## src/bbc_pkg.sv

```systemverilog
// Shared types and codes for the block buffer cache.
package bbc_pkg;

    localparam int ACTION_W = 2;
    localparam int DEVICE_W = 8;
    localparam int BLOCK_W  = 24;
    localparam int ENTRY_W  = 5;
    localparam int TICK_W   = 32;
    localparam int COUNT_W  = 8;
    localparam int STATUS_W = 2;

    localparam logic [ACTION_W-1:0] ACT_GET     = 2'd0;
    localparam logic [ACTION_W-1:0] ACT_RELEASE = 2'd1;
    localparam logic [ACTION_W-1:0] ACT_PIN     = 2'd2;
    localparam logic [ACTION_W-1:0] ACT_UNPIN   = 2'd3;

    localparam logic [STATUS_W-1:0] ST_OK     = 2'd0;
    localparam logic [STATUS_W-1:0] ST_NOFREE = 2'd1;
    localparam logic [STATUS_W-1:0] ST_UNDER  = 2'd2;
    localparam logic [STATUS_W-1:0] ST_BADIDX = 2'd3;

    localparam logic [COUNT_W-1:0] COUNT_MAX = '1;

    typedef struct packed {
        logic                valid;
        logic [DEVICE_W-1:0] dev;
        logic [BLOCK_W-1:0]  blk;
        logic [COUNT_W-1:0]  cnt;
        logic [TICK_W-1:0]   tick;
    } entry_t;

    localparam int ENTRY_BITS = $bits(entry_t);

    typedef struct packed {
        logic load;
        logic clear_step;
        logic scan_step;
        logic op_read;
        logic finish;
    } cmd_t;

    typedef struct packed {
        logic last;
        logic req_get;
        logic req_bad;
        logic out_free;
    } sts_t;

endpackage

```

## src/bbc_req_if.sv

```systemverilog
// Request channel: one cache action per item.
interface bbc_req_if;
    logic                            valid;
    logic                            ready;
    logic [bbc_pkg::ACTION_W-1:0]    action;
    logic [bbc_pkg::DEVICE_W-1:0]    device;
    logic [bbc_pkg::BLOCK_W-1:0]     block_number;
    logic [bbc_pkg::ENTRY_W-1:0]     entry_index;
    logic [bbc_pkg::TICK_W-1:0]      now_tick;

    modport source (output valid, action, device, block_number, entry_index, now_tick,
                    input ready);
    modport sink   (input valid, action, device, block_number, entry_index, now_tick,
                    output ready);
endinterface

```

## src/bbc_rsp_if.sv

```systemverilog
// Response channel: one result per request item.
interface bbc_rsp_if;
    logic                            valid;
    logic                            ready;
    logic [bbc_pkg::ENTRY_W-1:0]     result_entry;
    logic                            hit;
    logic                            need_disk_read;
    logic [bbc_pkg::STATUS_W-1:0]    status;

    modport source (output valid, result_entry, hit, need_disk_read, status,
                    input ready);
    modport sink   (input valid, result_entry, hit, need_disk_read, status,
                    output ready);
endinterface

```

## src/bbc_ram.sv

```systemverilog
// Generic single-write, single-read RAM with registered read data.
module bbc_ram #(
    parameter int WIDTH = 8,
    parameter int DEPTH = 32
) (
    input  logic                     clk,
    input  logic                     we,
    input  logic [$clog2(DEPTH)-1:0] wr_addr,
    input  logic [WIDTH-1:0]         wr_data,
    input  logic                     rd_en,
    input  logic [$clog2(DEPTH)-1:0] rd_addr,
    output logic [WIDTH-1:0]         rd_data
);

    logic [WIDTH-1:0] mem [DEPTH];
    logic [WIDTH-1:0] rd_data_reg;

    always_ff @(posedge clk)
    begin
        if (we)
        begin
            mem[wr_addr] <= wr_data;
        end
        if (rd_en)
        begin
            rd_data_reg <= mem[rd_addr];
        end
    end

    assign rd_data = rd_data_reg;

endmodule

```

## src/bbc_ctrl.sv

```systemverilog
// Sequencer for clear pass, table scan, entry read and result hand-off.
module bbc_ctrl (
    input  logic          clk,
    input  logic          rst_n,
    input  logic          in_valid,
    output logic          in_ready,
    input  bbc_pkg::sts_t sts,
    output bbc_pkg::cmd_t cmd
);
    import bbc_pkg::*;

    localparam logic [2:0] S_CLEAR = 3'd0;
    localparam logic [2:0] S_IDLE  = 3'd1;
    localparam logic [2:0] S_SCAN  = 3'd2;
    localparam logic [2:0] S_TAIL  = 3'd3;
    localparam logic [2:0] S_OPRD  = 3'd4;
    localparam logic [2:0] S_DONE  = 3'd5;

    logic [2:0] state_reg;
    logic [2:0] state_next;

    always_comb
    begin
        state_next = state_reg;
        cmd        = '0;
        in_ready   = 1'b0;
        unique case (state_reg)
            S_CLEAR:
            begin
                cmd.clear_step = 1'b1;
                if (sts.last)
                begin
                    state_next = S_IDLE;
                end
            end
            S_IDLE:
            begin
                in_ready = 1'b1;
                if (in_valid)
                begin
                    cmd.load = 1'b1;
                    if (sts.req_get)
                    begin
                        state_next = S_SCAN;
                    end
                    else if (sts.req_bad)
                    begin
                        state_next = S_DONE;
                    end
                    else
                    begin
                        state_next = S_OPRD;
                    end
                end
            end
            S_SCAN:
            begin
                cmd.scan_step = 1'b1;
                if (sts.last)
                begin
                    state_next = S_TAIL;
                end
            end
            S_TAIL:
            begin
                state_next = S_DONE;
            end
            S_OPRD:
            begin
                cmd.op_read = 1'b1;
                state_next  = S_DONE;
            end
            S_DONE:
            begin
                if (sts.out_free)
                begin
                    cmd.finish = 1'b1;
                    state_next = S_IDLE;
                end
            end
            default:
            begin
                state_next = S_IDLE;
            end
        endcase
    end

    always_ff @(posedge clk or negedge rst_n)
    begin
        if (!rst_n)
        begin
            state_reg <= S_CLEAR;
        end
        else
        begin
            state_reg <= state_next;
        end
    end

`ifndef SYNTHESIS
    a_no_accept_in_clear: assert property (@(posedge clk) disable iff (!rst_n)
        state_reg == S_CLEAR |-> !in_ready)
        else $error("request accepted during clear pass");
    a_accept_leaves_idle: assert property (@(posedge clk) disable iff (!rst_n)
        (in_valid && in_ready) |=> state_reg != S_IDLE)
        else $error("accepted item did not start work");
    a_finish_to_idle: assert property (@(posedge clk) disable iff (!rst_n)
        cmd.finish |=> state_reg == S_IDLE)
        else $error("finish did not return to idle");
`endif

endmodule

```

## src/bbc_dpath.sv

```systemverilog
// Entry table, scan compare logic, update logic and result register.
module bbc_dpath #(
    parameter int ENTRIES = 32
) (
    input  logic                          clk,
    input  logic                          rst_n,
    input  logic [bbc_pkg::ACTION_W-1:0]  action,
    input  logic [bbc_pkg::DEVICE_W-1:0]  device,
    input  logic [bbc_pkg::BLOCK_W-1:0]   block_number,
    input  logic [bbc_pkg::ENTRY_W-1:0]   entry_index,
    input  logic [bbc_pkg::TICK_W-1:0]    now_tick,
    input  bbc_pkg::cmd_t                 cmd,
    output bbc_pkg::sts_t                 sts,
    bbc_rsp_if.source                     rsp
);
    import bbc_pkg::*;

    localparam int IDX_W = $clog2(ENTRIES);
    localparam logic [IDX_W-1:0] LAST_IDX = IDX_W'(ENTRIES - 1);

    // request latch
    logic [ACTION_W-1:0] action_reg;
    logic [DEVICE_W-1:0] dev_reg;
    logic [BLOCK_W-1:0]  blk_reg;
    logic [ENTRY_W-1:0]  idx_reg;
    logic [TICK_W-1:0]   now_reg;
    logic                bad_reg;

    // scan state
    logic [IDX_W-1:0]    addr_reg;
    logic                eval_v_reg;
    logic [IDX_W-1:0]    eval_addr_reg;
    logic                match_found_reg;
    logic [IDX_W-1:0]    match_idx_reg;
    entry_t              match_word_reg;
    logic                victim_found_reg;
    logic [IDX_W-1:0]    victim_idx_reg;
    logic [TICK_W-1:0]   victim_tick_reg;

    // result register
    logic                out_valid_reg;
    logic [ENTRY_W-1:0]  out_entry_reg;
    logic                out_hit_reg;
    logic                out_rd_reg;
    logic [STATUS_W-1:0] out_status_reg;

    entry_t              rd_word;
    logic [ENTRY_BITS-1:0] rd_data;
    logic                req_bad;
    logic                scan_match;
    logic                scan_victim;
    logic [IDX_W-1:0]    op_addr;

    logic                ram_we;
    logic [IDX_W-1:0]    ram_wr_addr;
    logic [ENTRY_BITS-1:0] ram_wr_data;
    logic                ram_rd_en;
    logic [IDX_W-1:0]    ram_rd_addr;

    entry_t              upd_word;
    logic                upd_we;
    logic [IDX_W-1:0]    upd_addr;
    logic [ENTRY_W-1:0]  res_entry;
    logic                res_hit;
    logic                res_rd;
    logic [STATUS_W-1:0] res_status;

    assign rd_word = entry_t'(rd_data);
    assign req_bad = 32'(entry_index) >= ENTRIES;
    assign op_addr = IDX_W'(idx_reg);

    assign sts.last     = (addr_reg == LAST_IDX);
    assign sts.req_get  = (action == ACT_GET);
    assign sts.req_bad  = req_bad;
    assign sts.out_free = !out_valid_reg || rsp.ready;

    assign scan_match  = eval_v_reg && (rd_word.dev == dev_reg) && (rd_word.blk == blk_reg);
    assign scan_victim = eval_v_reg && (rd_word.cnt == '0) &&
                         (!victim_found_reg || (rd_word.tick < victim_tick_reg));

    assign ram_rd_en   = cmd.scan_step || cmd.op_read;
    assign ram_rd_addr = cmd.op_read ? op_addr : addr_reg;
    assign ram_we      = cmd.clear_step || (cmd.finish && upd_we);
    assign ram_wr_addr = cmd.clear_step ? addr_reg : upd_addr;
    assign ram_wr_data = cmd.clear_step ? '0 : ENTRY_BITS'(upd_word);

    bbc_ram #(
        .WIDTH (ENTRY_BITS),
        .DEPTH (ENTRIES)
    ) u_table (
        .clk     (clk),
        .we      (ram_we),
        .wr_addr (ram_wr_addr),
        .wr_data (ram_wr_data),
        .rd_en   (ram_rd_en),
        .rd_addr (ram_rd_addr),
        .rd_data (rd_data)
    );

    // result and write-back for the finishing item
    always_comb
    begin
        upd_word   = rd_word;
        upd_we     = 1'b0;
        upd_addr   = op_addr;
        res_entry  = idx_reg;
        res_hit    = 1'b0;
        res_rd     = 1'b0;
        res_status = ST_OK;
        if (action_reg == ACT_GET)
        begin
            if (match_found_reg)
            begin
                upd_word       = match_word_reg;
                upd_word.valid = 1'b1;
                if (match_word_reg.cnt != COUNT_MAX)
                begin
                    upd_word.cnt = match_word_reg.cnt + COUNT_W'(1);
                end
                upd_we    = 1'b1;
                upd_addr  = match_idx_reg;
                res_entry = ENTRY_W'(match_idx_reg);
                res_hit   = 1'b1;
                res_rd    = !match_word_reg.valid;
            end
            else if (victim_found_reg)
            begin
                upd_word.valid = 1'b1;
                upd_word.dev   = dev_reg;
                upd_word.blk   = blk_reg;
                upd_word.cnt   = COUNT_W'(1);
                upd_word.tick  = victim_tick_reg;
                upd_we    = 1'b1;
                upd_addr  = victim_idx_reg;
                res_entry = ENTRY_W'(victim_idx_reg);
                res_rd    = 1'b1;
            end
            else
            begin
                res_entry  = '0;
                res_status = ST_NOFREE;
            end
        end
        else if (bad_reg)
        begin
            res_status = ST_BADIDX;
        end
        else if (action_reg == ACT_PIN)
        begin
            if (rd_word.cnt != COUNT_MAX)
            begin
                upd_word.cnt = rd_word.cnt + COUNT_W'(1);
            end
            upd_we = 1'b1;
        end
        else if (rd_word.cnt == '0)
        begin
            res_status = ST_UNDER;
        end
        else
        begin
            upd_word.cnt = rd_word.cnt - COUNT_W'(1);
            if ((action_reg == ACT_RELEASE) && (rd_word.cnt == COUNT_W'(1)))
            begin
                upd_word.tick = now_reg;
            end
            upd_we = 1'b1;
        end
    end

    always_ff @(posedge clk)
    begin
        if (cmd.load)
        begin
            action_reg <= action;
            dev_reg    <= device;
            blk_reg    <= block_number;
            idx_reg    <= entry_index;
            now_reg    <= now_tick;
            bad_reg    <= req_bad;
        end
        eval_addr_reg <= addr_reg;
        if (scan_match && !match_found_reg)
        begin
            match_idx_reg  <= eval_addr_reg;
            match_word_reg <= rd_word;
        end
        if (scan_victim)
        begin
            victim_idx_reg  <= eval_addr_reg;
            victim_tick_reg <= rd_word.tick;
        end
        if (cmd.finish)
        begin
            out_entry_reg  <= res_entry;
            out_hit_reg    <= res_hit;
            out_rd_reg     <= res_rd;
            out_status_reg <= res_status;
        end
    end

    always_ff @(posedge clk or negedge rst_n)
    begin
        if (!rst_n)
        begin
            addr_reg         <= '0;
            eval_v_reg       <= 1'b0;
            match_found_reg  <= 1'b0;
            victim_found_reg <= 1'b0;
            out_valid_reg    <= 1'b0;
        end
        else
        begin
            eval_v_reg <= cmd.scan_step;
            if (cmd.load)
            begin
                addr_reg <= '0;
            end
            else if (cmd.clear_step || cmd.scan_step)
            begin
                addr_reg <= sts.last ? '0 : addr_reg + IDX_W'(1);
            end
            if (cmd.load)
            begin
                match_found_reg  <= 1'b0;
                victim_found_reg <= 1'b0;
            end
            else
            begin
                if (scan_match)
                begin
                    match_found_reg <= 1'b1;
                end
                if (scan_victim)
                begin
                    victim_found_reg <= 1'b1;
                end
            end
            if (cmd.finish)
            begin
                out_valid_reg <= 1'b1;
            end
            else if (rsp.ready)
            begin
                out_valid_reg <= 1'b0;
            end
        end
    end

    assign rsp.valid          = out_valid_reg;
    assign rsp.result_entry   = out_entry_reg;
    assign rsp.hit            = out_hit_reg;
    assign rsp.need_disk_read = out_rd_reg;
    assign rsp.status         = out_status_reg;

`ifndef SYNTHESIS
    a_hit_is_ok: assert property (@(posedge clk) disable iff (!rst_n)
        (rsp.valid && rsp.hit) |-> (rsp.status == ST_OK))
        else $error("hit reported with error status");
    a_finish_sets_valid: assert property (@(posedge clk) disable iff (!rst_n)
        cmd.finish |=> out_valid_reg)
        else $error("finished item not presented");
    a_load_clears_search: assert property (@(posedge clk) disable iff (!rst_n)
        cmd.load |=> (!match_found_reg && !victim_found_reg))
        else $error("search flags not cleared on new item");
`endif

endmodule

```

## src/block_buffer_cache_lru_unit.sv

```systemverilog
// Top level of the block buffer cache with reference counts and LRU reuse.
//
//   channel  role   handshake     payload
//   req      sink   valid/ready   action, device, block_number, entry_index, now_tick
//   rsp      source valid/ready   result_entry, hit, need_disk_read, status
//
// Get: a scan of every entry; the table RAM is read one entry per cycle by one port.
// Release, pin, unpin: one RAM read, then write-back; bad index: no table access.
// After reset a clearing pass writes every entry with req.ready low.
// One item in flight; a finished result waits in the output register while the next
// item is taken, and only the write-back stalls on a full output register.
module block_buffer_cache_lru_unit #(
    parameter int ENTRIES = 32
) (
    input  logic      clk,
    input  logic      rst_n,
    bbc_req_if.sink   req,
    bbc_rsp_if.source rsp
);
    import bbc_pkg::*;

    cmd_t cmd;
    sts_t sts;
    logic in_ready;

    assign req.ready = in_ready;

    bbc_ctrl u_ctrl (
        .clk      (clk),
        .rst_n    (rst_n),
        .in_valid (req.valid),
        .in_ready (in_ready),
        .sts      (sts),
        .cmd      (cmd)
    );

    bbc_dpath #(
        .ENTRIES (ENTRIES)
    ) u_dpath (
        .clk          (clk),
        .rst_n        (rst_n),
        .action       (req.action),
        .device       (req.device),
        .block_number (req.block_number),
        .entry_index  (req.entry_index),
        .now_tick     (req.now_tick),
        .cmd          (cmd),
        .sts          (sts),
        .rsp          (rsp)
    );

endmodule
```

## src/flat_wrapper.sv

```systemverilog
// flat-port wrapper written by rule: the top's interface ports become plain ports
module block_buffer_cache_lru_unit_flat import bbc_pkg::*;
#(
    parameter int ENTRIES = 32
)
  (clk, rst_n, req_valid, req_action, req_device, req_block_number, req_entry_index, req_now_tick, req_ready, rsp_valid, rsp_result_entry, rsp_hit, rsp_need_disk_read, rsp_status, rsp_ready);
  bbc_req_if req_i ();
  bbc_rsp_if rsp_i ();
  input  logic clk;
  input  logic rst_n;
  input wire logic [$bits(req_i.valid)-1:0] req_valid;
  input wire logic [$bits(req_i.action)-1:0] req_action;
  input wire logic [$bits(req_i.device)-1:0] req_device;
  input wire logic [$bits(req_i.block_number)-1:0] req_block_number;
  input wire logic [$bits(req_i.entry_index)-1:0] req_entry_index;
  input wire logic [$bits(req_i.now_tick)-1:0] req_now_tick;
  output wire logic [$bits(req_i.ready)-1:0] req_ready;
  output wire logic [$bits(rsp_i.valid)-1:0] rsp_valid;
  output wire logic [$bits(rsp_i.result_entry)-1:0] rsp_result_entry;
  output wire logic [$bits(rsp_i.hit)-1:0] rsp_hit;
  output wire logic [$bits(rsp_i.need_disk_read)-1:0] rsp_need_disk_read;
  output wire logic [$bits(rsp_i.status)-1:0] rsp_status;
  input wire logic [$bits(rsp_i.ready)-1:0] rsp_ready;
  assign req_i.valid = req_valid;
  assign req_i.action = req_action;
  assign req_i.device = req_device;
  assign req_i.block_number = req_block_number;
  assign req_i.entry_index = req_entry_index;
  assign req_i.now_tick = req_now_tick;
  assign req_ready = req_i.ready;
  assign rsp_valid = rsp_i.valid;
  assign rsp_result_entry = rsp_i.result_entry;
  assign rsp_hit = rsp_i.hit;
  assign rsp_need_disk_read = rsp_i.need_disk_read;
  assign rsp_status = rsp_i.status;
  assign rsp_i.ready = rsp_ready;
  block_buffer_cache_lru_unit #(.ENTRIES(ENTRIES)) u_core (.clk(clk), .rst_n(rst_n), .req(req_i), .rsp(rsp_i));
endmodule
```

## config.mk

```make
export PLATFORM = sky130hd
export DESIGN_NAME = block_buffer_cache_lru_unit_flat
export DESIGN_NICKNAME = d
export VERILOG_FILES = /design/src/bbc_pkg.sv /design/src/bbc_req_if.sv /design/src/bbc_rsp_if.sv /design/src/bbc_ram.sv /design/src/bbc_ctrl.sv /design/src/bbc_dpath.sv /design/src/block_buffer_cache_lru_unit.sv /design/src/flat_wrapper.sv
export SDC_FILE = /design/constraint.sdc
export NUM_CORES = 2
export LEC_CHECK = 0
export ABC_AREA = 0
export ABC_CLOCK_PERIOD_IN_PS = 6070
export BUFFER_PORTS_ARGS = -buffer_cell sky130_fd_sc_hd__buf_2
export CELL_PAD_IN_SITES_DETAIL_PLACEMENT = 0
export CELL_PAD_IN_SITES_GLOBAL_PLACEMENT = 1
export CORE_ASPECT_RATIO = 1.4
export CORE_MARGIN = 8
export CORE_UTILIZATION = 40
export CTS_CLUSTER_SIZE = 10
export DETAILED_ROUTE_END_ITERATION = 10
export GPL_TIMING_DRIVEN = 0
export HOLD_SLACK_MARGIN = 0.06
export PLACE_DENSITY = 0.72
export REMOVE_ABC_BUFFERS = 1
export SETUP_SLACK_MARGIN = 0.02
export SLEW_MARGIN = 20
export SYNTH_ARGS = -nofsm -noshare
export SYNTH_HDL_FRONTEND = slang
export SYNTH_SLANG_ARGS = --single-unit
```

## constraint.sdc

```tcl
create_clock -name clk -period 6.07 [get_ports clk]
set_input_delay 0.3035 -clock clk [delete_from_list [all_inputs] [get_ports clk]]
set_output_delay 0.3035 -clock clk [all_outputs]
set_load 0.1 [all_outputs]
```

==> results.json <==
{
  "critPathArrivalTime_ps": 6400,
  "hp-class": "primary input to register",
  "die_height_um": 624,
  "skew_ps": 47.1,
  "cp_slowest_cell": "dfrtp_1",
  "wl_per_cell_um": 29.9,
  "io_buffers": 85,
  "n_fill_cell": 21715,
  "syn2layout_area_growth_pct": 21.7,
  "post-route-util_pct": 48.9,
  "grtUsageTotal_pct": 23.4,
  "first_pass_iters": 8,
  "dpl.cell_count": 11046,
  "finalCritPeriodShare_pct": 95.9,
  "async_flop_share_pct": 0.458,
  "syn_area_um2": 106000,
  "synth_edf_count": 2604,
  "grt_overflow": 0,
  "required_ps": 6640,
  "cts_sinks": 2621,
  "routed_wl_um": 343000,
  "cts_root_buf": "clkbuf_16",
  "largest_reg_flops": 2336,
  "htreeDepth": 5,
  "start_util_pct": 40.2,
  "first_iter_violations": 8753,
  "place.gp.congestion": 0.775,
  "num_vias": 69819,
  "core_area_um2": 263000,
  "ios": 86,
  "pre_cts_ws_ps": -282,
  "die_w_um": 451,
  "maxCapViolCount": 0,
  "ant_nets": 0,
  "cts_buffers": 305,
  "yosys_warnings": 0,
  "tightestPinTransition_ps": 1080,
  "nets": 8054,
  "power_density_nw_per_um2": 477,
  "end_kind": "register",
  "seq_area_frac_synth_pct": 74.3,
  "row_count": 223,
  "drive_gt1_share_pct": 13.3,
  "rsz0062_at_grt": "false",
  "instances_no_fill": 11483,
  "maxSlewHeadroom_pct": 27.7,
  "clock_path_buffers": 4,
  "worstPathCellList": "nor4bb_4, buf_4, buf_4, buf_6, buf_4, a21o_4, buf_12, buf_12, buf_16, buf_16, buf_16, buf_16, buf_12, buf_12, mux2i_1, mux2i_1, a211oi_1, nand4_1",
  "cp_max_fo": 64,
  "fin_setup_tns_ps": 0,
  "start_kind": "register",
  "synth_cells": 7515,
  "grt_pass1_vias": 67975,
  "antenna_found_initial": 12,
  "fin_crit_ps": 5820,
  "dp_hpwl_um": 222000,
  "vias_per_cell": 6.08,
  "path_clk_slew_ps": 60,
  "layout_setup_ws_ps": 246,
  "syn_avg_cell_area_um2": 14.1,
  "finalHoldViolations": 0,
  "ys.flop_type": "edfxtp_1",
  "ys_ff_latch": 2621,
  "die-area_um2": 281000,
  "crit_type": "register to register",
  "status": "finished, final reports clean",
  "peakVddDrop_uv": 331,
  "setup_violations": 0,
  "grt_max_degree": 103,
  "cts_tree": "done",
  "critPathBufInv": 12,
  "drv_slew": 0,
  "p_leak_uw": 0.0436,
  "fmax_mhz": 172,
  "drc_errors": 0,
  "clkLatencyLatePin_ps": 850,
  "worst_path_dominant_cell_family": "buffers and inverters",
  "ys_types": 66,
  "max_stage_delay_ps": 630,
  "grt_first_pass_wirelength_um": 484000
}
-- cells in the mapped netlist (6+ instances only) --
| cell type | number | area [um2] |
|---|---|---|
| dfrtp_1 | 12 | 300 |
| nand4_1 | 84 | 526 |
| ha_1 | 37 | 463 |
| edfxtp_1 | 2604 | 78200 |
| a211oi_1 | 622 | 4670 |
| mux2i_1 | 341 | 3410 |
| xor2_1 | 9 | 78.8 |
| xnor2_1 | 34 | 298 |
| nor3_1 | 13 | 65.1 |
| and3_1 | 6 | 37.5 |
| nor2_1 | 133 | 499 |
| clkbuf_1 | 363 | 1360 |
| nand3b_1 | 7 | 52.6 |
| a221oi_1 | 7 | 61.3 |
| a22oi_1 | 9 | 67.6 |
| nand3_1 | 547 | 2740 |
| nand2_1 | 1529 | 5740 |
| buf_1 | 64 | 240 |
| buf_2 | 108 | 541 |
| a21o_1 | 17 | 128 |
| a21oi_1 | 58 | 290 |
| a31oi_1 | 114 | 713 |
| nor4_1 | 6 | 37.5 |
| inv_1 | 299 | 1120 |
| o221ai_1 | 33 | 289 |
| a32oi_1 | 33 | 289 |
| o21ai_0 | 53 | 265 |
| a2111oi_0 | 10 | 87.6 |
| a311oi_1 | 288 | 2520 |
-- path summary, 6_finish.rpt --
path | from | end | slack, ps | depth (start not counted)
hold / removal | req_device[7] | u_core.u_dpath.dev_reg[7]$_DFFE_PP_ | 170 | 2
setup reg to reg | u_core.u_ctrl.state_reg[2]$_DFFE_PN0P_ | u_core.u_dpath.u_table.rd_data[69]$_DFFE_PP_ | 250 | 18
setup / recovery | u_core.u_ctrl.state_reg[2]$_DFFE_PN0P_ | u_core.u_dpath.u_table.rd_data[69]$_DFFE_PP_ | 250 | 18
hold reg to reg | u_core.u_dpath.eval_addr_reg[0]$_DFF_P_ | u_core.u_dpath.match_idx_reg[0]$_DFFE_PP_ | 440 | 0
max in group asynchronous | rst_n | u_core.u_dpath.victim_found_reg$_DFFE_PN0P_ | 4520 | 3
min in group asynchronous | rst_n | u_core.u_dpath.rsp.valid$_DFFE_PN0P_ | 750 | 3
-- layout by cell type, fill, tap and decap left out, types with 8 or more instances in the layout --
cell           instances
a2111oi_0             10
a211oi_1             587
a211oi_4              35
a21o_1                16
a21oi_1               23
a21oi_2               33
a22oi_1                9
a311oi_1             288
a31oi_1              114
a32oi_1               33
buf_12               137
buf_16               214
buf_2                 85
buf_4                 31
buf_6                 55
buf_8                 66
clkbuf_1              31
clkbuf_16            314
dfrtp_1                8
dlygate4sd3_1         75
edfxtp_1            2604
ha_1                  37
inv_1                299
mux2i_1              340
nand2_1             1528
nand3_1              545
nand4_1               84
nor2_1                92
nor2_4                40
o21ai_0               53
o221ai_1              33
xnor2_1               34
xor2_1                 9
-- per-layer routing --
layer / global-route usage (%) / part of all wire (%)
met2: 39.0 / 48
met1: 29.7 / 37
met4: 11.4 / 5.7
met3: 3.88 / 9.0
met5: 0 / 0.0067
-- what timing repair did --
| action | CTS | global route |
|---|---|---|
| buffers inserted | 1 | 0 |
| hold endpoints to repair | 88 | 0 |
| hold buffers | 75 | 0 |
| setup endpoints to repair | 4 | 1 |
| resized for setup | 0 | 1 |
| pin swaps | 1 | 0 |
-- metrics by stage --
stage | power [uW] | instance area [um2] | hold WS [ps]
final | 61400 | 129000 | 168
after global routing | 63400 | 129000 | 153
after CTS | 61400 | 129000 | 113
after detailed placement | 45500 | 120000 | 293
after global placement | 58400 | 108000 | 276
after floorplan | 38200 | 104000 | 7.91
-- worst reg2reg max path, delay by kind of cell, from the launching register on --
family	cells	cell delay [ps]
AO/OA/AOI/OAI	2	710
buffers and inverters	12	3420
flip-flops	1	630
multiplexers	2	360
AND/OR/NAND/NOR	2	430
-- cells by family (layout without fill, tap and decap cells) --
logic type	count (synthesis)	in the layout	share of synthesized area, %
adder cells (fa/ha/maj)	37	37	0.438
AO/OA/AOI/OAI	1264	1264	9.02
AND/OR/NAND/NOR	2359	2359	9.40
other	0	5	0
XOR/XNOR	43	43	0.356
multiplexers	348	348	3.32
flip-flops	2621	2621	74.3
buffers and inverters	843	1319	3.16
-- report_power, final --
part / switching, uW / internal, uW
registers: 804 / 24400
logic: 13500 / 6850
clock network: 6720 / 9190
-- layout make-up --
cell class                 instances  area [um2]  area share, %
clock buffer                     345        7970           6.19
multi-input combinational       4051       24900           19.3
clock inverter                    11         129          0.100
antenna                            5        12.5        0.00972
inverter                         300        1130          0.878
sequential                      2621       78600           61.0
tap                             3487        4360           3.39
timing repair buffer             663       11700           9.05
Power figures use the tool's default switching activity.
